File: config.mk
export PLATFORM = sky130hd
export DESIGN_NAME = ibus_servo_frame_receiver
export DESIGN_NICKNAME = d
export VERILOG_FILES = /design/src/rtl/core/ibus_pkg.sv /design/src/rtl/core/ibus_parse.sv /design/src/rtl/core/ibus_burst.sv /design/src/rtl/core/ibus_servo_frame_receiver.sv
export SDC_FILE = /design/constraint.sdc
export NUM_CORES = 1
export LEC_CHECK = 0
export BUFFER_PORTS_ARGS = -buffer_cell sky130_fd_sc_hd__buf_4
export CAP_MARGIN = 25
export CELL_PAD_IN_SITES_DETAIL_PLACEMENT = 1
export CELL_PAD_IN_SITES_GLOBAL_PLACEMENT = 2
export CORE_UTILIZATION = 40
export CTS_CLUSTER_DIAMETER = 80
export DETAILED_ROUTE_END_ITERATION = 10
export PLACE_DENSITY = 0.76
export RECOVER_POWER = 25
export SLEW_MARGIN = 20
export SYNTH_ARGS = -nofsm -noshare
export SYNTH_HDL_FRONTEND = slang
export SYNTH_SLANG_ARGS = --single-unit
File: constraint.sdc
create_clock -name clk -period 43.9 [get_ports clk]
set_clock_uncertainty 0.1 [all_clocks]
set_input_delay 2.195 -clock clk [delete_from_list [all_inputs] [get_ports clk]]
set_output_delay 2.195 -clock clk [all_outputs]
set_load 0.005 [all_outputs]
File: src/rtl/core/ibus_pkg.sv
// Shared constants and types for the iBUS servo frame receiver.
// No dependencies; imported by every module under rtl/core.
package ibus_pkg;

  localparam int NumChannels = 14;
  localparam int ChanW       = 12;
  localparam int IdxW        = 4;
  localparam int CountW      = 5;

  localparam logic [7:0]        SYNC_FIRST  = 8'h20;
  localparam logic [7:0]        SYNC_SECOND = 8'h40;
  localparam logic [15:0]       CHECK_INIT  = 16'hff9f;
  localparam logic [CountW-1:0] IDLE_COUNT  = 5'd30;
  localparam logic [CountW-1:0] CHECK_COUNT = 5'd29;
  localparam logic [IdxW-1:0]   LAST_INDEX  = 4'd13;

  typedef logic [ChanW-1:0] chan_t;
  typedef chan_t [NumChannels-1:0] frame_t;

endpackage

File: src/rtl/core/ibus_parse.sv
// Byte-level frame parser: sync detect, pair counter, checksum and channel store.
// Depends on ibus_pkg.
module ibus_parse
  import ibus_pkg::*;
(
  input  logic       clk,
  input  logic       rst,
  input  logic       take,      // byte accepted this cycle
  input  logic [7:0] rx_byte,
  input  logic       busy,      // output buffer still draining
  output logic       idle_safe, // next byte cannot commit a frame
  output logic       commit,
  output frame_t     frame
);

  logic [7:0]        newer_byte;
  logic [CountW-1:0] pair_count;
  logic [CountW-1:0] pair_count_next;
  logic [15:0]       checksum_acc;
  chan_t             store [NumChannels];
  logic              sync_hit;
  logic [15:0]       word;
  logic [IdxW-1:0]   wr_idx;
  logic              wr_en;
  logic              chk_en;

  assign sync_hit  = (newer_byte == SYNC_FIRST) && (rx_byte == SYNC_SECOND);
  assign word      = {rx_byte, newer_byte};
  assign idle_safe = (pair_count != CHECK_COUNT);
  assign wr_idx    = pair_count_next[IdxW:1] - 4'd1;

  always_comb begin
    pair_count_next = pair_count;
    wr_en  = 1'b0;
    chk_en = 1'b0;
    if (sync_hit) begin
      pair_count_next = '0;
    end else if (pair_count >= IDLE_COUNT) begin
      pair_count_next = IDLE_COUNT;
    end else begin
      pair_count_next = pair_count + 5'd1;
      if (!pair_count_next[0]) begin
        if (pair_count_next == IDLE_COUNT) begin
          chk_en = 1'b1;
        end else begin
          wr_en = 1'b1;
        end
      end
    end
  end

  assign commit = take && chk_en && (checksum_acc == word);

  always_ff @(posedge clk) begin
    if (rst) begin
      newer_byte   <= '0;
      pair_count   <= IDLE_COUNT;
      checksum_acc <= '0;
    end else if (take) begin
      newer_byte <= rx_byte;
      pair_count <= pair_count_next;
      if (sync_hit) begin
        checksum_acc <= CHECK_INIT;
      end else if (wr_en) begin
        checksum_acc <= checksum_acc - {8'd0, newer_byte} - {8'd0, rx_byte};
      end
    end
  end

  always_ff @(posedge clk) begin
    if (take && wr_en) begin
      store[wr_idx] <= word[ChanW-1:0];
    end
  end

  always_comb begin
    for (int i = 0; i < NumChannels; i++) begin
      frame[i] = store[i];
    end
  end

  a_count_range: assert property (@(posedge clk) disable iff (rst)
    pair_count <= IDLE_COUNT)
    else $error("pair counter out of range");

  a_commit_free: assert property (@(posedge clk) disable iff (rst)
    commit |-> !busy)
    else $error("frame committed while output buffer busy");

  a_commit_idle: assert property (@(posedge clk) disable iff (rst)
    commit |=> pair_count == IDLE_COUNT)
    else $error("parser not idle after commit");

  a_sync_load: assert property (@(posedge clk) disable iff (rst)
    (take && sync_hit) |=> (pair_count == '0) && (checksum_acc == CHECK_INIT))
    else $error("sync did not restart frame");

endmodule

File: src/rtl/core/ibus_burst.sv
// Output buffer: captures a committed frame and plays out its 14 channel words.
// Depends on ibus_pkg.
module ibus_burst
  import ibus_pkg::*;
(
  input  logic        clk,
  input  logic        rst,
  input  logic        commit,
  input  frame_t      frame,
  output logic        busy,
  output logic        m_tvalid,
  input  logic        m_tready,
  output logic [15:0] m_tdata,  // [3:0] channel_index, [15:4] channel_value
  output logic        m_tlast   // last
);

  chan_t           obuf [NumChannels];
  logic [IdxW-1:0] idx;
  logic            fire;

  assign fire     = m_tvalid && m_tready;
  assign m_tvalid = busy;
  assign m_tlast  = (idx == LAST_INDEX);
  assign m_tdata  = {obuf[idx], idx};

  always_ff @(posedge clk) begin
    if (rst) begin
      busy <= 1'b0;
      idx  <= '0;
    end else if (commit) begin
      busy <= 1'b1;
      idx  <= '0;
    end else if (fire) begin
      if (m_tlast) begin
        busy <= 1'b0;
        idx  <= '0;
      end else begin
        idx <= idx + 4'd1;
      end
    end
  end

  always_ff @(posedge clk) begin
    if (commit) begin
      for (int i = 0; i < NumChannels; i++) begin
        obuf[i] <= frame[i];
      end
    end
  end

  a_drain_end: assert property (@(posedge clk) disable iff (rst)
    $fell(busy) |-> $past(fire && m_tlast))
    else $error("burst ended before last channel");

  a_idle_index: assert property (@(posedge clk) disable iff (rst)
    !busy |-> idx == '0)
    else $error("channel index moved while idle");

  a_stall_hold: assert property (@(posedge clk) disable iff (rst)
    (busy && !m_tready) |=> $stable(idx))
    else $error("channel index advanced under stall");

endmodule

File: src/rtl/core/ibus_servo_frame_receiver.sv
// Top level of the iBUS servo frame receiver: byte stream in, channel words out.
// Depends on ibus_pkg, ibus_parse and ibus_burst.
//
//  channel | dir | tdata                              | tuser | tlast
//  s_*     | in  | [7:0] rx_byte                      | -     | -
//  m_*     | out | [3:0] channel_index, [15:4] value  | -     | last
//
// One byte per cycle while s_tready is high; the byte updates parser state in the cycle it is taken.
// A good checksum pair loads the output buffer, which then sends 14 words,
// one per cycle while m_tready is high.
// Bytes keep flowing during the burst; only the checksum-pair byte waits
// while a previous frame is still draining.
// Reset (rst, synchronous): parser idle awaiting sync, output buffer empty.
module ibus_servo_frame_receiver
  import ibus_pkg::*;
(
  input  logic        clk,
  input  logic        rst,
  input  logic        s_tvalid,
  output logic        s_tready,
  input  logic [7:0]  s_tdata,  // [7:0] rx_byte
  output logic        m_tvalid,
  input  logic        m_tready,
  output logic [15:0] m_tdata,  // [3:0] channel_index, [15:4] channel_value
  output logic        m_tlast   // last
);

  logic   take;
  logic   busy;
  logic   idle_safe;
  logic   commit;
  frame_t frame;

  // hold the checksum byte while the buffer still owns a frame
  assign s_tready = !busy || idle_safe;
  assign take     = s_tvalid && s_tready;

  ibus_parse u_parse (
    .clk       (clk),
    .rst       (rst),
    .take      (take),
    .rx_byte   (s_tdata),
    .busy      (busy),
    .idle_safe (idle_safe),
    .commit    (commit),
    .frame     (frame)
  );

  ibus_burst u_burst (
    .clk      (clk),
    .rst      (rst),
    .commit   (commit),
    .frame    (frame),
    .busy     (busy),
    .m_tvalid (m_tvalid),
    .m_tready (m_tready),
    .m_tdata  (m_tdata),
    .m_tlast  (m_tlast)
  );

endmodule

==> impl_metrics.toml <==
[yosys]
syn_avg_cell_area_um2 = 19.1
synth.ff_latch_count = 374
synth-edff-count = 336
yosys.cell_types.count = 62
synth_flop_cell = "edfxtp_1"
ys_warn_count = 0
syn_area_mm2 = 0.0141
async_reset_ff_share_pct = 0
yosysSeqAreaShare_pct = 77.0
synthCells = 737
synth_top_area_share_pct = 71.6
syn_nets = 771
ys_top_cells_by_area = "edfxtp_1 (72%), mux4_2 (7.7%), dfxtp_1 (5.4%)"
synth_top_area_cell = "edfxtp_1"

[sta]
fin_crit_ns = 5.14
worst_pin_slew_ns = 1.07
max_freq_mhz = 194
slew_headroom_pct = 28.6
fin_tns_setup_ns = 0
slew_viol_final = 0
fin_ws_ns = 38.76
setup_viol_count_final = 0
finalHoldViolations = 0
rsz0062_at_grt = "no"
fin_crit_sh_pct = 11.7

[critical_path]
crit_chain = "mux4_2 -> mux4_2 -> buf_4"
end_kind = "output pin"
crit_top_cell = "mux4_2"
start_kind = "flop"
max_stage_delay_ns = 0.97
regToRegStartpoint = "u_parse.newer_byte[7]$_SDFFE_PP0P_"
crit_required_ns = 41.60
critical_path_arrival_ns = 2.85
crit_slowest_cell = "dfxtp_4"
path_max_fanout = 48
crit_type = "flop to output pin"

[final_layout]
syn_to_final_growth_pct = 15.0
final_cell_area_mm2 = 0.0162
nets = 836
antenna_cells = 0
drive_gt1_share_pct = 21.6

[global_routing]
grt_max_degree = 170
antenna_found_initial = 0
grt_pass1_vias = 7201
grt_usage_pct = 16.9
grt_overflow = 0
grt_pass1_wl_mm = 44.4

[clock_network]
cts.path.max_buffers = 3
clkSinkCount = 374
path_clk_slew_ns = 0.06
clk_latency_ns = 0.52
cts_tree = "done"
cts_resized = 0
cts_max_level = 2
cts_buffers = 38
holdBufCountCts = 0
root_buffer = "clkbuf_16"
post_cts_buffers = 0

[route]
ant_nets = 0
drtPass1Iterations = 4
num_vias = 6756
wl_mm = 29.6
vias_per_cell = 5.25
wl_per_cell_um = 23.0
drtIter0Drc = 533
drc = 0

[placement]
place_area_mm2 = 0.0150
pre_cts_ws_ns = 38.83
gp_congestion = 0.810
hpwl_mm = 18.8
portBuffers = 30

[worst_hold_path]
hp-class = "flop to flop"
min_from = "u_parse.store[6][3]$_DFFE_PP_"

[pwr]
power_switching_uw = 149
p_int_uw = 580
power.leakage_uw = 0.00521
powerDensity_mw_per_mm2 = 45.0
power_switching_share_pct = 20.4
vdd_drop_max_v = 0.0000245
combPwrFrac_pct = 3.1
clkPwrFrac_pct = 43.5
seq_power_share_pct = 53.4

[floorplan]
die-area_mm2 = 0.0360
die_y_um = 190
die_x_um = 190
rows = 68
core_region_area_mm2 = 0.0346
io_pins = 31
start_util_pct = 40.7

[job]
maxCapViolCount = 0

[run_status]
outcome = "finished, final reports clean"
cell families (layout without fill, tap and decap cells):
| logic type | Yosys count | in the layout | share of synthesized area (%) |
|---|---|---|---|
| muxes | 61 | 61 | 8.70 |
| xor gates and xnor gates | 29 | 29 | 1.91 |
| AOI/OAI and AO/OA | 83 | 83 | 4.40 |
| and+or+nand+nor | 119 | 119 | 4.24 |
| adders and majority gates | 22 | 22 | 2.38 |
| buffers and inverters | 49 | 144 | 1.38 |
| DFF | 374 | 374 | 77.0 |
registers in the layout, indices dropped and copies added (netlist names), named ones only:
| name | count |
|---|---|
| u_burst.idx | 4 |
| u_parse.newer_byte | 8 |
| u_burst.busy | 1 |
| u_burst.obuf | 168 |
| u_parse.pair_count | 5 |
| u_parse.checksum_acc | 16 |
| u_parse.store | 168 |
placed cells by master (no fill, tap or decap), types with 5 or more instances in the layout:
cell type    n
clkbuf_1    12
nand2_1     20
nand4_1      7
buf_4       46
mux4_2      48
o31ai_1      5
mux2_2      12
o21ai_0      8
nor4_1       6
nand3_1     12
a311oi_1     5
edfxtp_1   336
a31oi_1     10
xor2_1      20
xnor2_1      7
clkinv_1     5
ha_1        14
a21oi_1     20
nor2_1      38
dfxtp_1     36
inv_1       26
nor3_1       7
clkbuf_16   40
fa_1         8
per-stage QoR:
step           power, µW  hold WS, ns  instances  util, %
2_1_floorplan        411        0.300        737        -
3_3_place_gp         419        0.301       1215     43.2
3_5_place_dp         419        0.305       1217     43.2
4_1_cts              736        0.313       1287     46.8
5_1_grt              750        0.321       1287     46.8
6_report             729        0.307       1287     46.8
critical path, delay by kind of cell (launching register included):
kind,cells,cell delay [ns]
buf+inv,1,0.17
flops,1,0.97
mux,2,1.15
final timing paths:
check	slack, ns	cells past startpoint	endpoint
setup reg to reg	40.32	5	u_burst.obuf[0][1]$_DFFE_PP_
hold / removal	0.31	0	u_burst.obuf[6][3]$_DFFE_PP_
hold reg to reg	0.31	0	u_burst.obuf[6][3]$_DFFE_PP_
setup / recovery	38.76	3	m_tdata[13]
layout make-up:
cell class	count	area, µm²
fillers	3194	18400
flip-flops and latches	374	10900
multi-input cells	314	3060
clock buffers	55	1090
well taps	455	569
repair buffers	48	385
clock inverters	15	153
inverters	26	97.6
synthesized netlist by cell type, types with 2 or more instances:
cell type  count
or4_1          3
o2111ai_1      2
o21ai_0        8
a21oi_1       20
a311oi_1       5
and3_1         3
buf_2          9
buf_1          7
mux2_2        12
or3_1          3
a31oi_1       10
o211ai_1       2
nand3_1       12
or2_2          2
nand2_1       20
mux4_2        48
nor2_1        38
o211ai_2       2
inv_1         26
dfxtp_1       38
nor4b_1        2
nand2b_1       3
fa_1           8
xor2_1        20
a21o_1         2
nand4_1        7
o21a_1         4
nor3_1         9
nor3b_1        3
xnor2_1        7
clkbuf_1       7
nor2b_1        2
edfxtp_1     336
ha_1          14
a211oi_1       3
o31ai_1        5
a221o_1        4
a2111oi_1      2
nor4_1         6
power by group through the flow:
| stage | Combinational (µW) | Sequential [µW] | Clock (µW) |
|---|---|---|---|
| 3_3_place_gp | 22.3 | 397 | 0 |
| 2_1_floorplan | 15.9 | 395 | 0 |
| 6_report | 22.4 | 389 | 317 |
| 5_1_grt | 25.1 | 389 | 335 |
| 3_5_place_dp | 22.5 | 397 | 0 |
| 4_1_cts | 22.6 | 389 | 324 |
metal layers:
layer	vias to the layer above	share of wire, %	GRT usage [%]
li1	3070	-	-
met1	3509	43	21.6
met2	131	51	29.8
met3	46	3.4	2.42
met4	0	2.3	4.99
met5	-	0	0
No activity file was read; power rests on OpenSTA's default activity.
